[src/rtl/core/tcsv_pkg.sv]
// Shared constants, types and codes for the telemetry CSV field parser.
`default_nettype none

package tcsv_pkg;

  // Frame geometry
  localparam int FIELD_COUNT = 7;
  localparam int OUT_VALUES  = 7;
  localparam int VALUE_BITS  = 24;
  localparam int FN_W        = (FIELD_COUNT > 1) ? $clog2(FIELD_COUNT) : 1;
  localparam int OUT_W       = OUT_VALUES * VALUE_BITS;

  // Configuration register map
  localparam int APB_AW = 4;
  localparam logic [1:0] REG_HEADER    = 2'd0;
  localparam logic [1:0] REG_SEPARATOR = 2'd1;
  localparam logic [1:0] REG_WINDOW    = 2'd2;

  // Reset values of the configuration registers, window minimum and byte count ceiling
  localparam logic [7:0] HEADER_RST = 8'd65;
  localparam logic [7:0] SEP_RST    = 8'd44;
  localparam logic [7:0] WINDOW_RST = 8'd50;
  localparam logic [7:0] WINDOW_MIN = 8'd2;
  localparam logic [7:0] COUNT_MAX  = 8'd255;

  // Character codes
  localparam logic [7:0] CH_ZERO  = 8'h30;
  localparam logic [7:0] CH_NINE  = 8'h39;
  localparam logic [7:0] CH_PLUS  = 8'h2B;
  localparam logic [7:0] CH_MINUS = 8'h2D;
  localparam logic [7:0] CH_SPACE = 8'h20;
  localparam logic [7:0] CH_TAB   = 8'h09;
  localparam logic [7:0] CH_CR    = 8'h0D;

  typedef logic signed [VALUE_BITS-1:0] value_t;

  // Number scan phase of the current field
  typedef enum logic [3:0] {
    PH_SKIP = 4'b0001,  // skipping leading whitespace
    PH_NUM  = 4'b0010,  // sign or digits taken
    PH_END  = 4'b0100,  // field ended, wait for separator
    PH_PAST = 4'b1000   // beyond the last field, wait for frame end
  } phase_e;

endpackage : tcsv_pkg

`default_nettype wire

[src/rtl/core/telemetry_csv_field_parser_unit.sv]
// Top level of the telemetry CSV field parser: byte stream in, parsed frames out.
//
// Usage: received bytes enter on the s_axis channel, one byte per transaction.
// Bytes are dropped until the header byte opens a frame; up to seven
// separator-delimited signed decimal fields are then read atoi-style and
// saturated to 24 bits. A frame leaves on the m_axis channel when the next
// header arrives (that header opens the next frame, tuser = 0) or when the
// frame reaches the window length in bytes (tuser = 1, back to hunting).
// The APB port sets the header byte, the separator byte and the window.
// An accepted byte is parsed from the input register; its frame, if any, is
// captured in the result register and shown on m_axis. Throughput: one byte
// per cycle unless the receiver stalls, set by the single parse step between
// the input register and the result register. On a stall the pending frame
// holds, at most one more byte enters the input register, and s_axis_tready
// then falls until the frame is taken. Reset clears the frame state and loads
// the default configuration (header 'A', separator ',', window 50).
`default_nettype none

module telemetry_csv_field_parser_unit
  import tcsv_pkg::*;
(
  input  logic              clk_i,
  input  logic              rst_ni,
  // Byte input
  input  logic              s_axis_tvalid,
  output logic              s_axis_tready,
  input  logic [7:0]        s_axis_tdata,   // [7:0] rx_byte
  // Frame output
  output logic              m_axis_tvalid,
  input  logic              m_axis_tready,
  output logic [OUT_W-1:0]  m_axis_tdata,   // [23:0] battery_raw, [47:24] temp_right,
                                            // [71:48] temp_left, [95:72] current_right,
                                            // [119:96] current_left, [143:120] speed_right,
                                            // [167:144] speed_left
  output logic              m_axis_tuser,   // [0] window_cut
  // Configuration
  input  logic              psel,
  input  logic              penable,
  input  logic              pwrite,
  input  logic [APB_AW-1:0] paddr,
  input  logic [31:0]       pwdata,
  output logic [31:0]       prdata,
  output logic              pready
);

  // Configuration registers
  logic [7:0] header_q, sep_q, window_q;
  logic       cfg_wr;

  assign pready = 1'b1;
  assign cfg_wr = psel && penable && pwrite && pready;

  always_ff @(posedge clk_i or negedge rst_ni) begin
    if (!rst_ni) begin
      header_q <= HEADER_RST;
      sep_q    <= SEP_RST;
      window_q <= WINDOW_RST;
    end else if (cfg_wr) begin
      unique case (paddr[3:2])
        REG_HEADER:    header_q <= pwdata[7:0];
        REG_SEPARATOR: sep_q    <= pwdata[7:0];
        REG_WINDOW:    window_q <= pwdata[7:0];
        default: ;
      endcase
    end
  end

  // Register readback
  always_comb begin
    unique case (paddr[3:2])
      REG_HEADER:    prdata = {24'd0, header_q};
      REG_SEPARATOR: prdata = {24'd0, sep_q};
      REG_WINDOW:    prdata = {24'd0, window_q};
      default:       prdata = 32'd0;
    endcase
  end

  // Input register
  logic       in_valid_q, in_valid_d;
  logic [7:0] in_byte_q;
  logic       adv_ok, adv, s_fire;

  assign adv_ok        = !m_axis_tvalid || m_axis_tready;
  assign adv           = in_valid_q && adv_ok;
  assign s_axis_tready = !in_valid_q || adv_ok;
  assign s_fire        = s_axis_tvalid && s_axis_tready;

  always_comb begin
    in_valid_d = in_valid_q;
    if (s_fire) begin
      in_valid_d = 1'b1;
    end else if (adv) begin
      in_valid_d = 1'b0;
    end
  end

  always_ff @(posedge clk_i or negedge rst_ni) begin
    if (!rst_ni) begin
      in_valid_q <= 1'b0;
    end else begin
      in_valid_q <= in_valid_d;
    end
  end

  always_ff @(posedge clk_i) begin
    if (s_fire) begin
      in_byte_q <= s_axis_tdata;
    end
  end

  // Frame state
  logic            in_frame_q, in_frame_d;
  logic [FN_W-1:0] field_num_q, field_num_d;
  logic [7:0]      frame_cnt_q, frame_cnt_d;
  phase_e          phase_q, phase_d;
  logic            neg_q, neg_d;
  value_t          vals_q    [FIELD_COUNT];
  value_t          vals_take [FIELD_COUNT];
  value_t          vals_d    [FIELD_COUNT];

  // Byte classification
  logic [7:0] c;
  logic       is_hdr, is_sep, is_digit, is_blank, is_sign;
  logic [7:0] window_eff, cnt_inc;
  logic       last_field;
  value_t     acc_in, acc_sum;
  logic       wr_digit;

  assign c          = in_byte_q;
  assign is_hdr     = (c == header_q);
  assign is_sep     = (c == sep_q);
  assign is_digit   = (c >= CH_ZERO) && (c <= CH_NINE);
  assign is_blank   = (c == CH_SPACE) || ((c >= CH_TAB) && (c <= CH_CR));
  assign is_sign    = (c == CH_PLUS) || (c == CH_MINUS);
  assign window_eff = (window_q < WINDOW_MIN) ? WINDOW_MIN : window_q;
  assign cnt_inc    = (frame_cnt_q == COUNT_MAX) ? frame_cnt_q : frame_cnt_q + 8'd1;
  assign last_field = (({1'b0, field_num_q} + (FN_W+1)'(1)) >= (FN_W+1)'(FIELD_COUNT));
  assign acc_in     = vals_q[field_num_q];

  tcsv_acc u_acc (
    .acc_i   (acc_in),
    .digit_i (c[3:0]),
    .neg_i   (neg_q),
    .sum_o   (acc_sum)
  );

  // Emit controls
  logic emit, emit_cut;

  // Parse one byte against the frame state
  always_comb begin
    in_frame_d  = in_frame_q;
    field_num_d = field_num_q;
    frame_cnt_d = frame_cnt_q;
    phase_d     = phase_q;
    neg_d       = neg_q;
    wr_digit    = 1'b0;
    emit        = 1'b0;
    emit_cut    = 1'b0;

    if (!in_frame_q || is_hdr) begin
      // Hunting or closing header: a header opens a fresh frame
      emit = in_frame_q && is_hdr;
      if (is_hdr) begin
        in_frame_d  = 1'b1;
        field_num_d = '0;
        frame_cnt_d = 8'd1;
        phase_d     = PH_SKIP;
        neg_d       = 1'b0;
      end
    end else begin
      if (is_sep) begin
        if (phase_q != PH_PAST && !last_field) begin
          field_num_d = field_num_q + FN_W'(1);
          phase_d     = PH_SKIP;
          neg_d       = 1'b0;
        end else begin
          phase_d = PH_PAST;
        end
      end else if (phase_q == PH_END || phase_q == PH_PAST) begin
        phase_d = phase_q;
      end else if (is_digit) begin
        wr_digit = 1'b1;
        phase_d  = PH_NUM;
      end else if (phase_q == PH_SKIP && is_blank) begin
        phase_d = PH_SKIP;
      end else if (phase_q == PH_SKIP && is_sign) begin
        neg_d   = (c == CH_MINUS);
        phase_d = PH_NUM;
      end else begin
        phase_d = PH_END;
      end

      // Count the byte and force out the frame at the window length
      if (cnt_inc >= window_eff) begin
        emit        = 1'b1;
        emit_cut    = 1'b1;
        in_frame_d  = 1'b0;
        frame_cnt_d = 8'd0;
      end else begin
        frame_cnt_d = cnt_inc;
      end
    end
  end

  // Field value update: digit write, then clear on a frame open
  always_comb begin
    for (int k = 0; k < FIELD_COUNT; k++) begin
      vals_take[k] = (wr_digit && (field_num_q == FN_W'(k))) ? acc_sum : vals_q[k];
      vals_d[k]    = is_hdr ? value_t'(0) : vals_take[k];
    end
  end

  always_ff @(posedge clk_i or negedge rst_ni) begin
    if (!rst_ni) begin
      in_frame_q  <= 1'b0;
      field_num_q <= '0;
      frame_cnt_q <= 8'd0;
      phase_q     <= PH_SKIP;
      neg_q       <= 1'b0;
      for (int k = 0; k < FIELD_COUNT; k++) begin
        vals_q[k] <= '0;
      end
    end else if (adv) begin
      in_frame_q  <= in_frame_d;
      field_num_q <= field_num_d;
      frame_cnt_q <= frame_cnt_d;
      phase_q     <= phase_d;
      neg_q       <= neg_d;
      for (int k = 0; k < FIELD_COUNT; k++) begin
        vals_q[k] <= vals_d[k];
      end
    end
  end

  // Result register
  logic   out_valid_q, out_valid_d;
  logic   out_cut_q;
  value_t out_vals_q [FIELD_COUNT];

  always_comb begin
    out_valid_d = out_valid_q;
    if (adv && emit) begin
      out_valid_d = 1'b1;
    end else if (m_axis_tready) begin
      out_valid_d = 1'b0;
    end
  end

  always_ff @(posedge clk_i or negedge rst_ni) begin
    if (!rst_ni) begin
      out_valid_q <= 1'b0;
    end else begin
      out_valid_q <= out_valid_d;
    end
  end

  // Hold the values seen before a closing header, or after the window byte
  always_ff @(posedge clk_i) begin
    if (adv && emit) begin
      out_cut_q <= emit_cut;
      for (int k = 0; k < FIELD_COUNT; k++) begin
        out_vals_q[k] <= emit_cut ? vals_take[k] : vals_q[k];
      end
    end
  end

  assign m_axis_tvalid = out_valid_q;
  assign m_axis_tuser  = out_cut_q;

  for (genvar k = 0; k < OUT_VALUES; k++) begin : g_lane
    if (k < FIELD_COUNT) begin : g_val
      assign m_axis_tdata[k*VALUE_BITS +: VALUE_BITS] = out_vals_q[k];
    end else begin : g_zero
      assign m_axis_tdata[k*VALUE_BITS +: VALUE_BITS] = '0;
    end
  end

`ifndef SYNTH
  a_window_hunts: assert property (@(posedge clk_i) disable iff (!rst_ni)
    (adv && emit && emit_cut) |=> (!in_frame_q && m_axis_tvalid && m_axis_tuser))
    else $error("window emit did not return to hunting");

  a_field_range: assert property (@(posedge clk_i) disable iff (!rst_ni)
    (field_num_q < FN_W'(FIELD_COUNT)))
    else $error("field number out of range");

  a_hunt_count: assert property (@(posedge clk_i) disable iff (!rst_ni)
    !in_frame_q |-> (frame_cnt_q == 8'd0))
    else $error("byte count not cleared while hunting");

  a_stall_full: assert property (@(posedge clk_i) disable iff (!rst_ni)
    !s_axis_tready |-> (in_valid_q && m_axis_tvalid && !m_axis_tready))
    else $error("input stalled without a blocked frame");

  a_header_open: assert property (@(posedge clk_i) disable iff (!rst_ni)
    (adv && is_hdr) |=> (in_frame_q && frame_cnt_q == 8'd1))
    else $error("header did not open a frame");
`endif

endmodule : telemetry_csv_field_parser_unit

`default_nettype wire

[src/rtl/core/tcsv_acc.sv]
// Saturating decimal digit accumulator: value * 10 +/- digit, clamped to the value range.
`default_nettype none

module tcsv_acc
  import tcsv_pkg::*;
(
  input  value_t     acc_i,
  input  logic [3:0] digit_i,
  input  logic       neg_i,
  output value_t     sum_o
);

  localparam int W = VALUE_BITS + 5;
  localparam logic signed [W-1:0] HI = W'((64'sd1 <<< (VALUE_BITS - 1)) - 64'sd1);
  localparam logic signed [W-1:0] LO = W'(-(64'sd1 <<< (VALUE_BITS - 1)));

  logic signed [W-1:0] wide;
  logic signed [W-1:0] times10;
  logic signed [W-1:0] dig;
  logic signed [W-1:0] sum;

  // Scale by ten with two shifts, then add or subtract the digit
  always_comb begin
    wide    = W'(acc_i);
    dig     = W'($signed({1'b0, digit_i}));
    times10 = (wide <<< 3) + (wide <<< 1);
    sum     = neg_i ? (times10 - dig) : (times10 + dig);
    if (sum > HI) begin
      sum_o = value_t'(HI);
    end else if (sum < LO) begin
      sum_o = value_t'(LO);
    end else begin
      sum_o = value_t'(sum);
    end
  end

endmodule : tcsv_acc

`default_nettype wire
[config.mk]
export PLATFORM = sky130hd
export DESIGN_NAME = telemetry_csv_field_parser_unit
export DESIGN_NICKNAME = d
export VERILOG_FILES = /design/src/rtl/core/tcsv_pkg.sv /design/src/rtl/core/telemetry_csv_field_parser_unit.sv /design/src/rtl/core/tcsv_acc.sv
export SDC_FILE = /design/constraint.sdc
export NUM_CORES = 1
export LEC_CHECK = 0
export ABC_AREA = 0
export BUFFER_PORTS_ARGS = -buffer_cell sky130_fd_sc_hd__buf_2
export CORE_MARGIN = 3
export CORE_UTILIZATION = 38
export DETAILED_ROUTE_END_ITERATION = 10
export SETUP_SLACK_MARGIN = 0.02
export SLEW_MARGIN = 30
export SYNTH_ARGS = -nofsm -noshare
export SYNTH_HDL_FRONTEND = slang
export SYNTH_SLANG_ARGS = --single-unit
[constraint.sdc]
create_clock -name clk_i -period 20.7 [get_ports clk_i]
set_input_delay 1.035 -clock clk_i [delete_from_list [all_inputs] [get_ports clk_i]]
set_output_delay 1.035 -clock clk_i [all_outputs]
set_load 0.005 [all_outputs]
Yosys cells after proc, flatten, opt, wreduce, memory -nomap -nowiden
Memory sizes are Yosys's and may differ from the RTL's.
Cells that the tools add are included.
{"block": "word_totals", "out_inout_bits": 204, "memories": 1, "input_bits": 51, "ram_bits": 168, "reg_bits": 220}
{"memory": "out_vals_q", "depth": 7, "width": 24, "rd": 7, "rd_clocked_by_memory_dff": 0, "wr": 7, "line": "telemetry_csv_field_parser_unit.sv:239", "rtl": "value_t out_vals_q [FIELD_COUNT];"}
{"block": "classes", "mux": 69, "n_bitwise": 1, "n_addsub": 6, "n_lt_le_gt_ge": 10, "n_reduce_logical": 44, "eq_ne": 23}
{"op": "24-bit two-way mux", "count": 25}
{"op": "24-bit binary-select mux with 3-bit select", "count": 1}
{"op": "8-bit two-way mux", "count": 5}
{"op": "29-bit by 5-bit adder with 29-bit output", "count": 1}
{"op": "29-bit by 24-bit > comparator with 1-bit output, second input constant", "count": 1}
{"op": "29-bit by 24-bit less-than comparator with 1-bit output, second input constant", "count": 1}
{"op": "29-bit two-way mux", "count": 1}
{"op": "29-bit by 5-bit subtractor with 29-bit output", "count": 1}
{"op": "27-bit by 25-bit adder with 28-bit output", "count": 1}
{"op": "8-bit by 6-bit equality test with 1-bit output, second input constant", "count": 3}
{"op": "1-bit two-way mux", "count": 24}
{"op": "8-bit one-hot mux with 3 select lines", "count": 1}
{"op": "3-bit two-way mux", "count": 7}
{"op": "4-bit two-way mux", "count": 5}
{"op": "1-bit logical AND", "count": 18}
{"op": "8-bit equality test", "count": 2}
{"op": "2-bit nonzero test", "count": 5}
{"op": "3-bit equality test, second input constant", "count": 3}
{"op": "8-bit by 1-bit adder with 8-bit output, second input constant", "count": 1}
{"op": "8-bit equality test, second input constant", "count": 1}
{"op": "8-bit by 4-bit >= comparator with 1-bit output, second input constant", "count": 1}
{"op": "8-bit by 6-bit >= comparator with 1-bit output, second input constant", "count": 1}
{"op": "8-bit >= comparator", "count": 1}
{"op": "8-bit by 4-bit less-or-equal comparator with 1-bit output, second input constant", "count": 1}
{"op": "28 further kinds", "count": 42}

Depth between registers and ports, before layout
Gate-level depths: netlist of the first run.
{"block": "depth", "ltp_word": 12, "depth_mapped": 26}

Cells and area by module
A second synthesis of the first run with hierarchy kept.
{"block": "hier_totals", "cells_unflattened": 1678, "hier_area_um2": 20683.6}
{"mod": "telemetry_csv_field_parser_unit", "cells_per_inst": 1274, "seq_area_each_um2": 10606.4, "area_each_um2": 17770.8, "n_inst": 1}
{"mod": "tcsv_acc", "cells_per_inst": 404, "seq_area_each_um2": 0.0, "area_each_um2": 2912.8, "n_inst": 1}

Worst setup path after synthesis of the first run
Ideal clock, no wire load.
{"block": "synth_timing", "path_kind": "register to register", "start": "reg frame_cnt_q[0]", "end": "reg out_cut_q, in the netlist m_axis_tuser (enable)", "path_stages_with_launch": 18, "arrival_ns": 6.013, "path_slack_ns": 14.166, "n_path_buf": 1, "required_ns": 20.179, "cell_sequence": "dfrtp_1 ha_1 nand2_1 nor2b_1 nand3_1 mux2_2 ha_1 a21o_1 a21o_1 a21o_1 a21o_1 a21o_1 a21o_1 a21oi_1 nand2b_1 clkbuf_1 nand3_1 inv_1"}
{"block": "synth_between", "elab_chain_len": 6}
{"element": "start: declaration", "line": "telemetry_csv_field_parser_unit.sv:114", "rtl": "logic [7:0] frame_cnt_q, frame_cnt_d;"}
{"element": "start signal: assignment", "line": "telemetry_csv_field_parser_unit.sv:227", "rtl": "frame_cnt_q <= frame_cnt_d;"}
{"element": "8-bit by 1-bit adder with 8-bit output / 8-bit equality test (equally long branches)", "line": "telemetry_csv_field_parser_unit.sv:136", "rtl": "assign cnt_inc = (frame_cnt_q == COUNT_MAX) ? frame_cnt_q : frame_cnt_q + 8'd1;"}
{"element": "8-bit two-way mux *", "line": "telemetry_csv_field_parser_unit.sv:136"}
{"element": "8-bit >= comparator *", "line": "telemetry_csv_field_parser_unit.sv:195", "rtl": "if (cnt_inc >= window_eff) begin"}
{"element": "1-bit two-way mux *", "line": "telemetry_csv_field_parser_unit.sv:195"}
{"element": "1-bit two-way mux *", "line": "telemetry_csv_field_parser_unit.sv:161", "rtl": "if (!in_frame_q || is_hdr) begin"}
{"element": "1-bit logical AND *", "line": "telemetry_csv_field_parser_unit.sv:260", "rtl": "if (adv && emit) begin"}
{"element": "end signal: assignment", "line": "telemetry_csv_field_parser_unit.sv:261", "rtl": "out_cut_q <= emit_cut;"}
{"element": "end: declaration", "line": "telemetry_csv_field_parser_unit.sv:238", "rtl": "logic out_cut_q;"}
Every way passes the cells marked *; elsewhere a longest branch is shown, timed or not.
A chain may end at the register's enable or synchronous reset.

==> results of run 1 <==
-- state kept, by name, indices dropped and copies added (netlist names) --
register       count
out_vals_q       168
header_q           8
vals_q           168
window_q           8
in_frame_q         1
sep_q              8
field_num_q        3
neg_q              1
c                  8
in_valid_q         1
m_axis_tvalid      1
phase_q            4
frame_cnt_q        8
m_axis_tuser       1
-- where the power goes --
| group | leakage (uW) | internal [uW] | total (uW) | switching [uW] |
|---|---|---|---|---|
| sequential | 0.00467 | 865 | 912 | 46.9 |
| clock | 0.000713 | 465 | 800 | 335 |
| combinational | 0.00603 | 441 | 1890 | 1450 |
| total | 0.0114 | 1770 | 3600 | 1830 |
-- worst max-delay path, stage by stage (launching register included) --
cell	delay [ns]
dfrtp_4	0.86
buf_4	0.60
mux4_2	0.56
nor2_1	0.11
a21o_1	0.15
inv_1	0.10
ha_1	0.24
inv_1	0.08
fa_1	0.21
nor2b_1	0.10
o31ai_1	0.65
a211oi_1	0.28
a31oi_1	0.27
nand3_1	0.18
or4_1	0.60
or4_4	0.56
o22ai_2	0.19
xnor2_1	0.08
buf_4	0.25
o31ai_4	0.53
buf_4	0.70
a21o_1	0.49
o21ai_0	0.28
-- per-stage QoR --
step,utilization,hold WS [ns]
floorplan,-,0.4660
finish,0.4454,0.4677
detailed placement,0.4166,0.4892
global route,0.4453,0.5111
global placement,0.4160,0.4831
CTS,0.4433,0.4889
-- metal layers --
| metal | GRT usage | up-vias | wire, um |
|---|---|---|---|
| li1 | - | 8062 | - |
| met5 | 0 | - | 0 |
| met1 | 0.3337 | 8990 | 31030 |
| met3 | 0.04578 | 153 | 6582 |
| met4 | 0.07565 | 0 | 2200 |
| met2 | 0.3723 | 948 | 32980 |
-- worst max path at each step --
| stage | slack [ns] | cells after the start | end |
|---|---|---|---|
| final | 12.24 | 22 | out_vals_q[2][22] |
| after global routing | 11.83 | 22 | out_vals_q[5][8] |
| after CTS | 12.39 | 21 | out_vals_q[2][22] |
| after detailed placement | 12.44 | 21 | out_vals_q[2][22] |
| after global placement | 12.46 | 21 | out_vals_q[5][22] |
| after floorplan | 14.17 | 17 | m_axis_tuser |
-- cells in the final DEF, fill, tap and decap left out, types with 27 or more instances in the layout --
master	count
a21oi_1	201
mux2i_1	36
xnor2_1	28
nor2_1	218
nand3_1	29
a21o_1	165
buf_2	202
o21ai_0	92
dfrtp_1	200
a211oi_1	151
nand2_1	149
buf_4	37
clkbuf_16	45
or2_2	27
edfxtp_1	177
inv_1	41
ha_1	43
-- area by class of cell --
type	count	area (um^2)	area share
timing repair buffer	246	1426	0.05768
antenna	1	2.502	0.0001012
sequential	388	10610	0.4291
multi-input combinational	1530	10100	0.4083
clock buffer	48	1137	0.04599
inverter	44	170.2	0.006881
tap	748	935.9	0.03785
clock inverter	33	349.1	0.01412
-- logic make-up after synthesis --
| logic type | after synthesis |
|---|---|
| other cells | 2 |
| flops | 388 |
| fa+ha+maj | 46 |
| buf+inv | 228 |
| compound gates | 723 |
| mux | 84 |
| simple gates | 597 |
| xor+xnor | 55 |
==> metrics.md, run 1 <==
| Metric | Value |
|---|---|
| Share of the yosys chip area belonging to registers | 0.4941 |
| Placed instance count | 2952 |
| Layout cell share with drive strength beyond 1 | 0.1927 |
| CTS tree | done |
| Worst Setup SP | field_num_q[0] |
| Iteration-0 DRC Markers | 1991 |
| Remaining Overflow, GRT | 0 |
| Synth unique cells | 77 |
| Root buffer cell | clkbuf_16 |
| Setup crit end kind | flip-flop |
| Post-DP Area | 23130 um^2 |
| Total GRT Usage | 0.2379 |
| Clock Skew | 0.03718 ns |
| Clock buffer depth | 3 |
| Fin Setup TNS | 0 ns |
| WL/cell | 23.96 um |
| FILL cells | 5328 |
| Worst skew pair latency | 0.59 ns |
| Dpl ws | 12.44 ns |
| Clock period minus worst slack | 8.458 ns |
| Relative slew slack | 0.2708 |
| Via count | 18150 |
| FF-to-FF Start | field_num_q[0] |
| Final HPWL from detailed placement | 48290 um |
| Final instance area | 24730 um^2 |
| Hold Vio Cnt, Final | 0 |
| Fin. max-slew vios | 0 |
| Vias in the first global route | 17830 |
| Setup crit start kind | flip-flop |
| Area leader, netlist | edfxtp_1 |
| CTS-repair resized insts | 0 |
| Worst-path clk slew | 0.07 ns |
| I/O pin cnt | 255 |
| Vias per inst | 5.975 |
| FMAX | 118.2 MHz |
| Post-synthesis mux area share | 0.05455 |
| Peak VDD IR | 0.2885 mV |
| Starting Density | 0.3867 |
| Leakage | 0.01141 uW |
| # setup viols final | 0 |
| Die width | 243.7 um |
| Async set or reset register ratio after synthesis | 0.5438 |
| Crit path max fanout | 71 |
| Count leader, synth | nor2_1 |
| Largest family of logic cells by synthesized area | compound AO/OA/AOI/OAI gates |
| Cell Pwr Density | 145.7 nW/um^2 |
| Hold_buf cts | 0 |
| Top_reg_cell synth | dfrtp_1 |
| NumNets Final | 2352 |
| Worst slew pin tran | 1.090 ns |
| CTS sink cnt | 388 |
| Post-Synth Adder-Cell Area | 0.02786 |
| #FFs+latches synth | 388 |
| Synthesized cell area | 21470 um^2 |
| Antenna violation net count after detailed routing | 0 |
| Die Area | 59380 um^2 |
| RSZ-0062 raised after global routing | no |
| Simple logic cell fraction of the synthesized area | 0.1311 |
| Post-Synth XOR/XNOR Area | 0.02244 |
| IO buf count | 203 |
| Row count | 86 |
| Worst reg2reg setup slack | 12.24 ns |
| Final worst slack | 12.24 ns |
| Top cells by area, synth | edfxtp_1, dfrtp_1, a21o_1 |
| Status | finished, final reports clean |
| Non-Filler Instances | 3038 |
| Max-Cap Viols | 0 |
| Mapped Avg Cell Area | 10.11 um^2 |
| First-pass GRT wire length | 109400 um |
| Synth Area in Compound Gates | 0.2217 |
| Area growth syn-to-layout | 15.19% |
| Iteration count of the initial detailed-routing pass | 5 |
| Yosys warnings | 0 |
| Post-CTS Setup Inserts | 0 |
| Crit share post-route | 0.4086 |
| CTS H-tree depth | 2 |
| CP Data Arrival Time | 8.71 ns |
| Top cells by count, synth | nor2_1, dfrtp_1, a21oi_1 |
| Total CTS buffers | 45 |
| Share of the synthesized area in the top cell type | 0.2476 |
| Initial antenna violation count | 0 |
| FF-to-FF End | out_vals_q[2][22] |
| WL final | 72790 um |
| DRC viols | 0 |
| Worst path required time | 20.96 ns |
| Largest net degree at the start of global routing | 100 |
| Die H | 243.7 um |
| Worst R2R Path Depth | 22 |
| Power consumption | 3603 uW |
| Post-synthesis cell count | 2123 |
| Core area | 55520 um^2 |
| Critical path class | flip-flop to flip-flop |
| GPL Wtd Cong | 0.9480 |
| Hold WC Path Type | input port to asynchronous set/reset pin |
| Number of synthesized flops with an enable pin | 177 |
No activity file was read; power rests on OpenSTA's default activity.
==> run 2, diff against run 1 <==
--- a/config.mk
+++ b/config.mk
@@ -5,7 +5,7 @@
 export SDC_FILE = /design/constraint.sdc
 export NUM_CORES = 1
 export LEC_CHECK = 0
-export ABC_AREA = 0
+export ABC_AREA = 1
 export BUFFER_PORTS_ARGS = -buffer_cell sky130_fd_sc_hd__buf_2
 export CORE_MARGIN = 3
 export CORE_UTILIZATION = 38
==> constraint.sdc (replaced) <==
create_clock -name clk_i -period 8.1 [get_ports clk_i]
set_input_delay 0.405 -clock clk_i [delete_from_list [all_inputs] [get_ports clk_i]]
set_output_delay 0.405 -clock clk_i [all_outputs]
set_load 0.005 [all_outputs]
==> run 2 against run 1 <==
Net effect:
- final cell count rose by 37%
- combinational power rose to 2.6 times the previous value
- die area increased by 15%
- maximum frequency is 20% higher
- routed wire length increased by 13%
- final area rose by 14%
- flip-flop and latch count stayed put
- register-to-register slack got worse by 11 ns
- largest cell class is now multi-input gates
==> metrics.md, run 2 <==
| Metric | Value |
|---|---|
| Row count | 93 |
| Top cells by count, synth | nand2_1, nand3_1, inv_1 |
| FF-to-FF End | out_vals_q[2][2] |
| Largest stage delay, worst path | 0.91 ns |
| Area growth syn-to-layout | 13.25% |
| Number of synthesized flops with an enable pin | 177 |
| Synth unique cells | 55 |
| Area occupied by multi-input gates | 12430 um^2 |
| Hold Startpoint | s_axis_tdata[3] |
| Area leader, netlist | edfxtp_1 |
| Final HPWL from detailed placement | 56380 um |
| FF-to-FF Start | field_num_q[1] |
| Slowest CP cell | dfrtp_2 |
| Die H | 261.5 um |
| Fin Setup TNS | 0 ns |
| DRC viols | 0 |
| CP Data Arrival Time | 7.44 ns |
| Clock Skew | 0.04957 ns |
| CTS H-tree depth | 2 |
| Crit share post-route | 0.8708 |
| Relative slew slack | 0.2654 |
| IO buf count | 203 |
| WL final | 81950 um |
| Top cells by area, synth | edfxtp_1, dfrtp_1, nand2_1 |
| Crit path max fanout | 38 |
| Hold Path Cell Cnt | 1 |
| Worst skew pair latency | 0.60 ns |
| Remaining Overflow, GRT | 0 |
| Peak VDD IR | 0.2861 mV |
| # setup viols final | 0 |
| I/O pin cnt | 255 |
| Mapped Avg Cell Area | 7.887 um^2 |
| Count leader, synth | nand2_1 |
| Total CTS buffers | 44 |
| Hold_buf cts | 5 |
| Worst-path clk slew | 0.06 ns |
| FILL cells | 6429 |
| Setup crit end kind | flip-flop |
| Worst slew pin tran | 1.102 ns |
| Share of the yosys chip area belonging to registers | 0.4275 |
| Die width | 261.5 um |
| FMAX | 141.8 MHz |
| Clock buffer depth | 3 |
| NumNets Final | 3374 |
| Cell Pwr Density | 336.2 nW/um^2 |
| Async set or reset register ratio after synthesis | 0.5438 |
| Layout cell share with drive strength beyond 1 | 0.2053 |
| Commonest non-fill, non-tap cells in the layout | nand2_1, nand3_1, inv_1 |
| Hold Vio Cnt, Final | 0 |
| Worst path required time | 8.49 ns |
| Starting Density | 0.3842 |
| Post-synthesis cell count | 3146 |
| Hold WC Path Type | input port to flip-flop |
| WHS Endpoint | c[3] |
| Antenna violation net count after detailed routing | 0 |
| Share of the synthesized area in the top cell type | 0.2142 |
| Fin. max-slew vios | 0 |
| Root buffer cell | clkbuf_16 |
| #FFs+latches synth | 388 |
| Max-Cap Viols | 0 |
| Util after Layout | 0.4351 |
| Worst R2R Path Depth | 28 |
| Power consumption | 9446 uW |
| Leakage | 0.01397 uW |
| Via count | 21980 |
| First-pass GRT wire length | 123600 um |
| WL/cell | 19.66 um |
| Synthesized cell area | 24810 um^2 |
| Most common cell after layout, fill and taps aside | nand2_1 |
| Initial antenna violation count | 1 |
| Vias in the first global route | 19970 |
| FF/Latch Area | 10610 um^2 |
| Clock period minus worst slack | 7.054 ns |
| Worst reg2reg setup slack | 1.05 ns |
| Die Area | 68400 um^2 |
| Post-CTS Setup Inserts | 0 |
| Critical path class | flip-flop to flip-flop |
| Iteration-0 DRC Markers | 2389 |
| Yosys warnings | 0 |
| Total GRT Usage | 0.2360 |
| RSZ-0062 raised after global routing | no |
| CTS-repair resized insts | 0 |
| Biggest regs | out_vals_q (168), vals_q (168) |
| Iteration count of the initial detailed-routing pass | 6 |
| CTS tree | done |
| Vias per inst | 5.272 |
| Top_reg_cell synth | dfrtp_1 |
| Core area | 64580 um^2 |
| Status | finished, final reports clean |
| Largest net degree at the start of global routing | 164 |
| CTS sink cnt | 388 |
| CP dominant cell by count | nand2_1 |
| Setup crit start kind | flip-flop |
| GPL Wtd Cong | 0.9641 |
==> run 2: cell count changes after synthesis, moves of 29 or more <==
cell      before   now
nand2_1      149  1071
nand3_1       34   413
inv_1         43   237
a21o_1       165     0
nand3_2        0   147
nor2_1       219    74
a211oi_1     151    13
a21oi_1      201    80
or2_2         27   106
mux2i_1       36     1
o21ai_0       92   121
==> run 2: worst max path at each step <==
stage                    from  depth (start not counted)  slack, ns                to
2_1_floorplan  frame_cnt_q[0]                         15       1.25      m_axis_tuser
3_3_place_gp   field_num_q[1]                         28       1.15  out_vals_q[3][2]
3_5_place_dp   field_num_q[1]                         28       1.15  out_vals_q[3][2]
4_1_cts        field_num_q[1]                         28       1.14  out_vals_q[3][2]
5_1_grt        field_num_q[1]                         29       0.58  out_vals_q[2][2]
6_report       field_num_q[1]                         28       1.05  out_vals_q[2][2]
==> run 2: through the flow <==
step	cells	instance area, um^2	worst slack (ns)	hold slack [ns]
final	4169	28100	1.046	0.03726
after global routing	4168	28100	0.5838	0.02990
after CTS	4168	28100	1.138	0.006473
after detailed placement	4081	26430	1.148	0.4737
after global placement	4081	26430	1.147	0.4670
after floorplan	3169	24900	1.254	0.1094
==> run 2: where the power goes <==
| part | switching, uW | internal, uW | total [uW] |
|---|---|---|---|
| sequential | 89.6 | 2120 | 2210 |
| combinational | 3780 | 1190 | 4970 |
| clock | 877 | 1380 | 2260 |
| total | 4750 | 4700 | 9450 |
==> run 2: cell type report <==
cell class                 instances  share of cell area
timing repair buffer             243             0.04942
clock inverter                    28             0.01483
tap                              855             0.03807
antenna                            1          0.00008905
sequential                       388              0.3775
inverter                         261             0.03495
clock buffer                      54             0.04274
multi-input combinational       2339              0.4424
==> run 2: per-layer routing <==
layer / GRT usage / vias to the layer above / wire, um
met1: 0.3369 / 10370 / 36050
li1: - / 10650 / -
met4: 0.08454 / 0 / 3021
met2: 0.3613 / 834 / 36700
met5: 0 / - / 0
met3: 0.03887 / 123 / 6188
==> run 2: logic make-up (layout without fill, tap and decap cells) <==
kind of cell	Yosys count	after routing	share of synthesized area
mux	1	1	0.0004034
xor+xnor	34	34	0.01200
simple gates	1955	1955	0.3920
fa+ha+maj	46	46	0.02410
other cells	2	26	0.0003027
buf+inv	442	586	0.07806
compound gates	278	278	0.06565
flops	388	388	0.4275
==> run 2: critical path: cells and delay by family, from the launching register on <==
| family | cells | cell delay (ns) |
|---|---|---|
| AND/OR/NAND/NOR | 22 | 3.99 |
| flip-flops | 1 | 0.91 |
| buffers and inverters | 3 | 0.79 |
| adder cells (fa/ha/maj) | 2 | 0.70 |
| AO/OA/AOI/OAI | 1 | 0.46 |
